### src/pld_pkg.sv
// Package for the positional list block: state encoding, request and status codes.
// No dependencies; used by positional_list_insert_delete_top.
package pld_pkg;

  typedef enum logic [3:0] {
    S_IDLE,
    S_DISP,
    S_INS_CHK,
    S_INS_WR,
    S_DEL_CAP,
    S_DEL_CHK,
    S_DEL_WR,
    S_RO_RD,
    S_RO_EMIT,
    S_EMIT
  } state_t;

  typedef logic [1:0] mode_t;
  typedef logic [1:0] status_t;

  localparam mode_t MODE_APPEND = 2'd0;
  localparam mode_t MODE_INSERT = 2'd1;
  localparam mode_t MODE_DELETE = 2'd2;
  localparam mode_t MODE_READ   = 2'd3;

  localparam status_t ST_OK    = 2'd0;
  localparam status_t ST_RANGE = 2'd1;
  localparam status_t ST_EMPTY = 2'd2;
  localparam status_t ST_FULL  = 2'd3;

endpackage

### src/positional_list_insert_delete_top.sv
// Positional list top level: cell memory, length register and shift sequencer.
// Depends on pld_pkg.
//
// Usage:
//   Input channel (in_*): one request per transfer. in_tuser carries the mode
//   (append, insert, delete, read out), in_tdata the value and 1-based position.
//   Result channel (out_*): one status transfer per append, insert or delete;
//   a read out gives one transfer per element, tlast on the final one, or a
//   single empty status for an empty list. Delete returns the removed value.
//   in_tready is high only while the sequencer is idle. Insert and delete
//   shift the cells above the position one at a time; each shift step is
//   one read and one write on the cell memory.
//   Results sit in an output register; a stalled receiver holds the sequencer
//   in its emit state, and a new request is still taken while the last result
//   of the previous one waits.
//   Reset (rst_n low, synchronous) empties the list and drops out_tvalid.
//   Cell contents are not cleared; only cells below the length are read.
module positional_list_insert_delete_top #(
  parameter int DEPTH = 32
) (
  input  logic        clk,
  input  logic        rst_n,
  input  logic        in_tvalid,
  output logic        in_tready,
  input  logic [39:0] in_tdata,   // [31:0] value, [37:32] position, [39:38] zero
  input  logic [1:0]  in_tuser,   // [1:0] mode
  output logic        out_tvalid,
  input  logic        out_tready,
  output logic [31:0] out_tdata,  // [31:0] element
  output logic [2:0]  out_tuser,  // [1:0] status, [2] element_valid
  output logic        out_tlast
);

  localparam int AW = (DEPTH > 1) ? $clog2(DEPTH) : 1;
  localparam int LW = $clog2(DEPTH + 1);
  localparam int CW = (LW + 1 > 7) ? LW + 1 : 7;

  pld_pkg::state_t state_r, state_nxt;

  logic [LW-1:0] length_r, length_nxt;
  logic [AW-1:0] i_r, i_nxt;
  pld_pkg::mode_t mode_r;
  logic [31:0] value_r;
  logic [5:0]  pos_r;

  pld_pkg::status_t res_status_r, res_status_nxt;
  logic [31:0]      res_elem_r, res_elem_nxt;
  logic             res_ev_r, res_ev_nxt;

  logic             out_tvalid_r, out_tvalid_nxt;
  pld_pkg::status_t out_status_r, out_status_nxt;
  logic [31:0]      out_elem_r, out_elem_nxt;
  logic             out_ev_r, out_ev_nxt;
  logic             out_last_r, out_last_nxt;

  logic [31:0] mem [DEPTH];
  logic [31:0] rd_data_r;
  logic          wr_en, rd_en;
  logic [AW-1:0] wr_addr, rd_addr;
  logic [31:0]   wr_data;

  logic          in_xfer, out_free, out_load, is_full, ro_last;
  logic [AW-1:0] pos_m1;
  logic [CW-1:0] pos_ext, len_ext;

  assign in_tready = (state_r == pld_pkg::S_IDLE);
  assign in_xfer   = in_tvalid && in_tready;
  assign out_free  = !out_tvalid_r || out_tready;
  assign is_full   = (length_r == LW'(DEPTH));
  assign pos_m1    = AW'(pos_r - 6'd1);
  assign pos_ext   = CW'(pos_r);
  assign len_ext   = CW'(length_r);
  assign ro_last   = ((LW'(i_r) + LW'(1)) == length_r);

  always_comb begin
    state_nxt      = state_r;
    length_nxt     = length_r;
    i_nxt          = i_r;
    res_status_nxt = res_status_r;
    res_elem_nxt   = res_elem_r;
    res_ev_nxt     = res_ev_r;
    out_load       = 1'b0;
    out_status_nxt = out_status_r;
    out_elem_nxt   = out_elem_r;
    out_ev_nxt     = out_ev_r;
    out_last_nxt   = out_last_r;
    wr_en          = 1'b0;
    wr_addr        = i_r;
    wr_data        = rd_data_r;
    rd_en          = 1'b0;
    rd_addr        = i_r;

    unique case (state_r)
      pld_pkg::S_IDLE: begin
        if (in_xfer) state_nxt = pld_pkg::S_DISP;
      end
      pld_pkg::S_DISP: begin
        res_status_nxt = pld_pkg::ST_OK;
        res_elem_nxt   = 32'd0;
        res_ev_nxt     = 1'b0;
        state_nxt      = pld_pkg::S_EMIT;
        unique case (mode_r)
          pld_pkg::MODE_APPEND: begin
            if (is_full) begin
              res_status_nxt = pld_pkg::ST_FULL;
            end else begin
              wr_en      = 1'b1;
              wr_addr    = AW'(length_r);
              wr_data    = value_r;
              length_nxt = length_r + LW'(1);
            end
          end
          pld_pkg::MODE_INSERT: begin
            if (pos_r == 6'd0 || pos_ext > len_ext + CW'(1)) begin
              res_status_nxt = pld_pkg::ST_RANGE;
            end else if (is_full) begin
              res_status_nxt = pld_pkg::ST_FULL;
            end else begin
              i_nxt     = AW'(length_r);
              state_nxt = pld_pkg::S_INS_CHK;
            end
          end
          pld_pkg::MODE_DELETE: begin
            if (length_r == LW'(0)) begin
              res_status_nxt = pld_pkg::ST_EMPTY;
            end else if (pos_r == 6'd0 || pos_ext > len_ext) begin
              res_status_nxt = pld_pkg::ST_RANGE;
            end else begin
              rd_en     = 1'b1;
              rd_addr   = pos_m1;
              i_nxt     = pos_m1;
              state_nxt = pld_pkg::S_DEL_CAP;
            end
          end
          pld_pkg::MODE_READ: begin
            if (length_r == LW'(0)) begin
              res_status_nxt = pld_pkg::ST_EMPTY;
            end else begin
              i_nxt     = '0;
              state_nxt = pld_pkg::S_RO_RD;
            end
          end
          default: state_nxt = pld_pkg::S_EMIT;
        endcase
      end
      pld_pkg::S_INS_CHK: begin
        if (i_r == pos_m1) begin
          wr_en      = 1'b1;
          wr_data    = value_r;
          length_nxt = length_r + LW'(1);
          state_nxt  = pld_pkg::S_EMIT;
        end else begin
          rd_en     = 1'b1;
          rd_addr   = i_r - AW'(1);
          state_nxt = pld_pkg::S_INS_WR;
        end
      end
      pld_pkg::S_INS_WR: begin
        wr_en     = 1'b1;
        i_nxt     = i_r - AW'(1);
        state_nxt = pld_pkg::S_INS_CHK;
      end
      pld_pkg::S_DEL_CAP: begin
        res_elem_nxt = rd_data_r;
        res_ev_nxt   = 1'b1;
        state_nxt    = pld_pkg::S_DEL_CHK;
      end
      pld_pkg::S_DEL_CHK: begin
        if (ro_last) begin
          length_nxt = length_r - LW'(1);
          state_nxt  = pld_pkg::S_EMIT;
        end else begin
          rd_en     = 1'b1;
          rd_addr   = i_r + AW'(1);
          state_nxt = pld_pkg::S_DEL_WR;
        end
      end
      pld_pkg::S_DEL_WR: begin
        wr_en     = 1'b1;
        i_nxt     = i_r + AW'(1);
        state_nxt = pld_pkg::S_DEL_CHK;
      end
      pld_pkg::S_RO_RD: begin
        rd_en     = 1'b1;
        state_nxt = pld_pkg::S_RO_EMIT;
      end
      pld_pkg::S_RO_EMIT: begin
        if (out_free) begin
          out_load       = 1'b1;
          out_status_nxt = pld_pkg::ST_OK;
          out_elem_nxt   = rd_data_r;
          out_ev_nxt     = 1'b1;
          out_last_nxt   = ro_last;
          if (ro_last) begin
            state_nxt = pld_pkg::S_IDLE;
          end else begin
            i_nxt     = i_r + AW'(1);
            state_nxt = pld_pkg::S_RO_RD;
          end
        end
      end
      pld_pkg::S_EMIT: begin
        if (out_free) begin
          out_load       = 1'b1;
          out_status_nxt = res_status_r;
          out_elem_nxt   = res_elem_r;
          out_ev_nxt     = res_ev_r;
          out_last_nxt   = 1'b1;
          state_nxt      = pld_pkg::S_IDLE;
        end
      end
      default: state_nxt = pld_pkg::S_IDLE;
    endcase

    if (out_load) out_tvalid_nxt = 1'b1;
    else if (out_tready) out_tvalid_nxt = 1'b0;
    else out_tvalid_nxt = out_tvalid_r;
  end

  always_ff @(posedge clk) begin
    if (!rst_n) begin
      state_r      <= pld_pkg::S_IDLE;
      length_r     <= '0;
      out_tvalid_r <= 1'b0;
    end else begin
      state_r      <= state_nxt;
      length_r     <= length_nxt;
      out_tvalid_r <= out_tvalid_nxt;
    end
  end

  always_ff @(posedge clk) begin
    i_r          <= i_nxt;
    res_status_r <= res_status_nxt;
    res_elem_r   <= res_elem_nxt;
    res_ev_r     <= res_ev_nxt;
    out_status_r <= out_status_nxt;
    out_elem_r   <= out_elem_nxt;
    out_ev_r     <= out_ev_nxt;
    out_last_r   <= out_last_nxt;
    if (in_xfer) begin
      mode_r  <= in_tuser;
      value_r <= in_tdata[31:0];
      pos_r   <= in_tdata[37:32];
    end
  end

  // cell memory: one write, one registered read per cycle
  always_ff @(posedge clk) begin
    if (wr_en) mem[wr_addr] <= wr_data;
    if (rd_en) rd_data_r <= mem[rd_addr];
  end

  assign out_tvalid = out_tvalid_r;
  assign out_tdata  = out_elem_r;
  assign out_tuser  = {out_ev_r, out_status_r};
  assign out_tlast  = out_last_r;

  a_len_bound: assert property (@(posedge clk) disable iff (!rst_n)
    length_r <= LW'(DEPTH))
    else $error("list length exceeds depth");

  a_accept_disp: assert property (@(posedge clk) disable iff (!rst_n)
    in_xfer |=> state_r == pld_pkg::S_DISP)
    else $error("accepted request not dispatched");

  a_nonlast_readout: assert property (@(posedge clk) disable iff (!rst_n)
    (out_load && !out_last_nxt) |-> state_r == pld_pkg::S_RO_EMIT)
    else $error("non-final result outside read out");

  a_len_step: assert property (@(posedge clk) disable iff (!rst_n)
    $past(rst_n) |-> (length_r == $past(length_r)) ||
                     (length_r == $past(length_r) + LW'(1)) ||
                     (length_r == $past(length_r) - LW'(1)))
    else $error("length moved by more than one");

endmodule
### config.mk
export PLATFORM = sky130hd
export DESIGN_NAME = positional_list_insert_delete_top
export DESIGN_NICKNAME = d
export VERILOG_FILES = /design/src/pld_pkg.sv /design/src/positional_list_insert_delete_top.sv
export SDC_FILE = /design/constraint.sdc
export NUM_CORES = 1
export LEC_CHECK = 0
export BUFFER_PORTS_ARGS = -buffer_cell sky130_fd_sc_hd__buf_4
export CAP_MARGIN = 10
export CORE_MARGIN = 5
export CORE_UTILIZATION = 60
export CTS_CLUSTER_DIAMETER = 120
export DETAILED_ROUTE_END_ITERATION = 10
export PLACE_DENSITY = 0.73
export SLEW_MARGIN = 25
export SYNTH_ARGS = -nofsm -noshare
export SYNTH_HDL_FRONTEND = slang
export SYNTH_SLANG_ARGS = --single-unit
### constraint.sdc
create_clock -name clk -period 9.8 [get_ports clk]
set_clock_uncertainty 0.2 [all_clocks]
set_input_delay 1.96 -clock clk [delete_from_list [all_inputs] [get_ports clk]]
set_output_delay 1.96 -clock clk [all_outputs]
set_load 0.005 [all_outputs]
==> results of run 1 <==
==> cell usage in the layout, fill, tap and decap left out, types with 10 or more instances in the layout <==
cell type	synthesis	final
edfxtp_1	1172	1172
nand2_1	395	373
and3_1	288	287
a211oi_1	254	254
a21oi_1	191	190
buf_4	25	133
o211ai_1	127	127
clkbuf_16	0	115
nand3_1	112	112
mux2i_1	68	68
nor2_1	94	60
a22oi_1	37	37
nor2_4	0	35
o221ai_1	34	34
nor4_1	34	34
clkinv_1	0	34
nand4_1	33	33
mux2_2	33	33
a32oi_1	31	31
clkbuf_1	179	23
nand2_2	2	22
xnor2_1	22	22
o21ai_0	23	22
ha_1	22	22
inv_1	16	16
clkinv_2	0	13
o22ai_1	12	12
bufinv_16	0	12
nand2b_1	11	11
dfxtp_1	11	11
nor3_1	10	10
==> layer usage <==
metal | wire (um) | GRT usage, % | vias up
li1 | - | - | 13320
met1 | 47180 | 38.97 | 15170
met2 | 58340 | 44.89 | 1673
met3 | 13780 | 5.425 | 206
met4 | 2491 | 6.965 | 2
met5 | 13 | 0 | -
==> worst max path at each step <==
stage | start | endpoint | slack (ps)
finish | i_r[0] | rd_data_r[19] | 3590
global route | i_r[0] | rd_data_r[26] | 3510
CTS | i_r[0] | rd_data_r[26] | 3570
detailed placement | i_r[0] | rd_data_r[19] | 3610
global placement | state_r[2] | rd_data_r[13] | 3540
floorplan | length_r[0] | rd_data_r[0] | 5010
==> power groups by stage <==
stage / combinational, mW / sequential, mW / clock (mW)
finish: 8.36 / 7.43 / 4.31
CTS: 8.13 / 7.45 / 4.34
floorplan: 5.53 / 7.39 / 0
detailed placement: 8.08 / 7.55 / 0
global placement: 7.81 / 7.52 / 0
global route: 8.96 / 7.46 / 4.56
==> stage by stage <==
step           power, mW  instance area (sq um)  cells  hold slack (ps)  setup slack, ps
2_1_floorplan      12.92                  48670   3409            277.3             5005
3_3_place_gp       15.33                  50230   4337            303.7             3536
3_5_place_dp       15.64                  50240   4337            329.6             3609
4_1_cts            19.92                  53930   4546            343.5             3568
5_1_grt            20.98                  54050   4549            361.1             3511
6_report           20.09                  54050   4550            347.3             3591
==> flip-flops by register name, summed over array words and instances (netlist names), 2 cells and up <==
name	flops
length_r	6
value_r	32
out_status_r	2
res_status_r	2
res_elem_r	32
i_r	5
rd_data_r	32
mode_r	2
pos_r	6
out_tdata	32
mem	1024
state_r	4
==> area by class of cell <==
cell class | instances | area (sq um) | area share [%]
Clock buffer | 138 | 2964 | 5.484
Sequential cell | 1183 | 35410 | 65.52
Tap cell | 1060 | 1326 | 2.454
Clock inverter | 71 | 726.9 | 1.345
Timing Repair Buffer | 141 | 1157 | 2.141
Antenna cell | 1 | 2.502 | 0.004630
Inverter | 19 | 71.32 | 0.1320
Multi-Input combinational cell | 1937 | 12390 | 22.92
==> logic make-up (layout without fill, tap and decap cells) <==
logic type / after synthesis / after routing / synth area share [%]
adder cells (fa/ha/maj): 23 / 23 / 0.6067
flip-flops: 1183 / 1183 / 72.76
other: 0 / 1 / 0
AND/OR/NAND/NOR: 1025 / 1025 / 10.45
multiplexers: 101 / 101 / 2.162
XOR/XNOR: 30 / 30 / 0.5681
buffers and inverters: 289 / 369 / 2.596
AO/OA/AOI/OAI: 758 / 758 / 10.86
==> critical path: stages, from the launching register on <==
cell,delay [ps]
edfxtp_1,780
inv_1,160
ha_1,440
xnor2_1,180
o311ai_1,100
nand4b_1,350
o211ai_1,300
o211a_4,290
buf_4,810
buf_6,730
and3_1,280
a211oi_1,50
o211ai_1,240
nand4_1,270
nor4_1,620
==> summary.md, run 1 <==
| Metric | Value |
|---|---|
| Status | `complete, no violations` |
| Clk Tree Root Cell | `clkbuf_16` |
| Crit Path Max Fanout | `between 100 and 150` |
| RePlAce Congestion | `between 0.8 and 0.9` |
| Critical path data required time | `~10000 ps` |
| Most instantiated cells after synthesis | `1172 x edfxtp_1, 395 x nand2_1, 288 x and3_1, 254 x a211oi_1, 191 x a21oi_1` |
| Post-CTS Hold Buffers | `0` |
| DR vias | `approximately 30000` |
| Final hold viol count | `0` |
| Avg WL per Cell | `between 20 and 30 um` |
| P_sw | `slightly above 8 mW` |
| EDFF count, synth | `~1200` |
| Gr ovfl total | `0` |
| Share of cells above drive strength 1 | `12.01%` |
| CTS-repair resized insts | `0` |
| Setup TNS Final | `0 ps` |
| Final setup viols | `0` |
| Critical setup path kind | `reg2reg` |
| Via-per-instance ratio | `6.675` |
| Max-Cap Viols | `0` |
| Cell with the most instances after synthesis | `edfxtp_1` |
| #FFs+latches synth | `approximately 1200` |
| Number of buffers created by CTS | `113` |
| Final design utilization | `roughly two thirds` |
| R2R depth | `14` |
| Netlist cell types | `79` |
| Max-slew headroom | `26.86%` |
| Mapped Nets | `3478` |
| Largest cells by area after synthesis | `edfxtp_1 72%, a211oi_1 3.9%, and3_1 3.7%` |
| FF-to-FF setup slack | `3590 ps` |
| Pwr dens | `371.7 nW/um^2` |
| Fill count | `5282` |
| Syn Inst Count | `~3400` |
| IO Port Bufs | `between 80 and 90` |
| Final Cycle Share | `between 60% and 70%` |
| Setup repair bufs after CTS | `0` |
| Ys async rst share | `0%` |
| CTS tree | `done` |
| Ys flop type | `edfxtp_1` |
| Worst vdd ir | `0.6533 mV` |
| Die W | `294.8 um` |
| Worst-margin pin slew | `between 1000 and 1500 ps` |
| Die Y | `294.8 um` |
| Synth top area share | `between 70% and 80%` |
| P_leak | `about 18 nW` |
| FP Rows | `around 100` |
| YS warnings | `0` |
| Hold path endpoint | `out_tdata[10]` |
| Total wire length | `approximately 120000 um` |
| H-tree depth | `3` |
| FF-to-FF Start | `i_r[0]` |
| Hold WC Path Type | `reg2reg` |
| Min Tclk post-route | `a little over 6000 ps` |
| Mean Syn Cell Area | `around 14 sq um` |
| Initial Util | `between 60% and 70%` |
| Worst skew pair latency | `around 690 ps` |
| Worst EP arrival | `about 6400 ps` |
| Reg-to-reg endpoint | `rd_data_r[19]` |
| Antenna-violating nets left | `0` |
| Clock Path Buffers | `3` |
| Hold wc startpoint | `res_elem_r[10]` |
| First-pass GRT wire length | `between 150000 and 200000 um` |
| Max-slew violations | `0` |
| RSZ-0062 raised after global routing | `no` |
| Global-route usage over all layers | `approximately 28%` |
| DR pass1 iterations | `5` |
| Io pins | `84` |
| Initial antenna violation count | `2` |
| Die area | `between 80000 and 90000 sq um` |
| Vias in the first global route | `about 30000` |
| FMAX | `around 160 MHz` |
| Comb pwr share | `about two fifths` |
| CP Capture Type | `register` |
| Seq pwr share | `between 30% and 40%` |
| DP Wirelength | `63690 um` |
| Final net count | `roughly 3500` |
| Sequential share of the synthesized area | `between 70% and 80%` |
| CP Launch Type | `register` |
| WHS Path Cells | `1` |
| Pint | `about 12 mW` |
| Largest net degree at the start of global routing | `roughly 250` |
| Syn Std Cell Area | `slightly below 50000 sq um` |
| # DRC | `0` |
| Switching Fraction | `40.85%` |
| P&R area growth vs syn | `11.05%` |
| 1st-iter DRT viols | `between 3000 and 4000` |
| Core area | `between 80000 and 90000 sq um` |
| Worst-path clk slew | `about 60 ps` |
| Area leader, netlist | `edfxtp_1` |
| Clock sink count | `roughly 1200` |
| Clk pwr share | `21.4%` |
Note: power is estimated with default switching activity, not from simulation.
==> run 2: changes to the inputs <==
clock period = 6 ns   (was 9.8 ns; I/O delays follow)
==> run 2 against run 1 <==
Non-clock buffer count increased by 53. Final area increased by 1.5%. Flip-flop and latch count unchanged. Cell count increased by 1.1%. Worst setup slack got worse by 3100 ps. Core utilization increased by 1.0 points. Critical endpoint is now rd_data_r[21]. Largest cell class unchanged. Highest routed layer is now met4.
==> summary.md, run 2 (synthesis gave the netlist of run 1 again) <==
| Metric | Value |
|---|---|
| Multi-input gate area | `roughly 12000 sq um` |
| Ant. Diodes | `0` |
| Comb pwr share | `about 43%` |
| Min Hold Slack | `between 300 and 400 ps` |
| Final net count | `roughly 3500` |
| P&R area growth vs syn | `12.70%` |
| DP Wirelength | `between 70000 and 80000 um` |
| Critical setup path kind | `reg2reg` |
| # DRC | `0` |
| Hold WC Path Type | `reg2reg` |
| Vias in the first global route | `about 30000` |
| P_sw | `about 14 mW` |
| Initial antenna violation count | `0` |
| Setup TNS Final | `0 ps` |
| Die area | `between 80000 and 90000 sq um` |
| Commonest cells after routing, fill and taps aside | `1172 x edfxtp_1, 364 x nand2_1, 287 x and3_1, 254 x a211oi_1, 190 x a21oi_1` |
| CTS tree | `done` |
| Clk Tree Root Cell | `clkbuf_16` |
| Most flops, register | `mem` |
| Setup repair bufs after CTS | `0` |
| Max-slew violations | `0` |
| Total area of sequential cells | `35410 sq um` |
| Worst vdd ir | `around 0.49 mV` |
| Largest net degree at the start of global routing | `~180` |
| CP Capture Type | `register` |
| Initial Util | `between 60% and 70%` |
| DR vias | `just over 30000` |
| Max reg flops | `between 1000 and 1500` |
| Share of cells above drive strength 1 | `between 10 and 15%` |
| RSZ-0062 raised after global routing | `no` |
| Worst EP arrival | `around 5800 ps` |
| Gr ovfl total | `0` |
| Fin cells | `around 4600` |
| Most common cell after layout, fill and taps aside | `edfxtp_1` |
| Die W | `between 200 and 300 um` |
| CTS-repair resized insts | `0` |
| Post-Place Cells | `between 4000 and 5000` |
| Antenna-violating nets left | `0` |
| Status | `complete, no violations` |
| Switching Fraction | `40.71%` |
| Final Cycle Share | `between 90% and 100%` |
| Clock Path Buffers | `3` |
| H-tree depth | `3` |
| Pint | `19.96 mW` |
| Avg WL per Cell | `26.43 um` |
| FP Rows | `about 100` |
| Pwr dens | `slightly above 600 nW/um^2` |
| Die Y | `a little under 300 um` |
| Worst-margin pin slew | `~1100 ps` |
| Final hold viol count | `0` |
| Core area | `roughly 81000 sq um` |
| Fill count | `5161` |
| Seq pwr share | `between 30 and 40%` |
| Max-Cap Viols | `0` |
| Number of buffers created by CTS | `113` |
| Worst skew pair latency | `approximately 690 ps` |
| Final setup viols | `0` |
| Worst-path clk slew | `~60 ps` |
| Total wire length | `~120000 um` |
| Io pins | `between 80 and 90` |
| 1st-iter DRT viols | `approximately 3600` |
| RePlAce Congestion | `slightly below 0.9` |
| Critical path data required time | `roughly 6200 ps` |
| Clock sink count | `~1200` |
| Via-per-instance ratio | `6.669` |
| Max-slew headroom | `between 20% and 30%` |
| Post-CTS Hold Buffers | `0` |
| CP Launch Type | `register` |
| IO Port Bufs | `81` |
| Min Tclk post-route | `around 5500 ps` |
| Global-route usage over all layers | `27.53%` |
| P_leak | `approximately 19 nW` |
| Crit Path Max Fanout | `47` |
| Clk pwr share | `21.1%` |
| First-pass GRT wire length | `around 180000 um` |
| FMAX | `between 150 and 200 MHz` |
| DR pass1 iterations | `5` |
[run 2: changes by cell type in the layout (fill, tap and decap cells not counted), moves of 4 or more]
cell / before / now
nand2_1: 373 / 364
buf_16: 1 / 5
nand2_2: 22 / 31
buf_12: 6 / 28
buf_4: 133 / 161
[run 2: worst paths after layout]
path             from            end  slack (ps)  depth (start not counted)
max            i_r[0]  rd_data_r[21]         460                         13
min reg2reg  res_ev_r       out_ev_r         310                          1
max reg2reg    i_r[0]  rd_data_r[21]         460                         13
min          res_ev_r       out_ev_r         310                          1
[run 2: critical path, stage by stage, from the launching register on]
cell,delay (ps)
edfxtp_1,580
ha_1,370
and3_1,260
o311ai_1,270
nand4b_1,300
nor2_1,210
o32ai_1,620
a211o_4,660
buf_12,280
buf_12,260
a211oi_1,80
o211ai_1,210
nand4_1,290
nor4_1,610
[run 2: cell type report]
class / instances / area share, %
Multi-Input combinational cell: 1937 / 22.60
Inverter: 19 / 0.1300
Tap cell: 1060 / 2.418
Sequential cell: 1183 / 64.56
Clock buffer: 137 / 5.413
Timing Repair Buffer: 194 / 3.476
Clock inverter: 71 / 1.398
[run 2: metal layers]
layer  up-vias  share of wire, %  wire length [um]  track usage (%)
met4         0               2.6              3117            8.269
li1      13440                 -                 -                -
met5         -                 0                 0                0
met2      1618                49             59030            44.57
met1     15400                39             47340            38.82
met3       228               9.9             12090            5.154
[run 2: per-stage QoR]
step / cell area, sq um / setup WS [ps] / power (mW) / util (%)
6_report: 54850 / 463.3 / 33.66 / 68.10
5_1_grt: 54850 / 217.6 / 35.20 / 68.10
4_1_cts: 54680 / 565.3 / 33.49 / 67.89
3_5_place_dp: 50950 / 543.1 / 26.34 / 63.25
3_3_place_gp: 50700 / 619.3 / 25.77 / 62.95
2_1_floorplan: 48670 / 1205 / 21.10 / -
[run 2: power groups by stage]
stage                     clock network, mW  registers [mW]  logic [mW]
after floorplan                           0            12.1        9.03
after CTS                              7.18            12.1        14.2
after global placement                    0            12.3        13.5
after global routing                   7.54            12.1        15.5
final                                  7.11            12.1        14.5
after detailed placement                  0            12.3        14.0
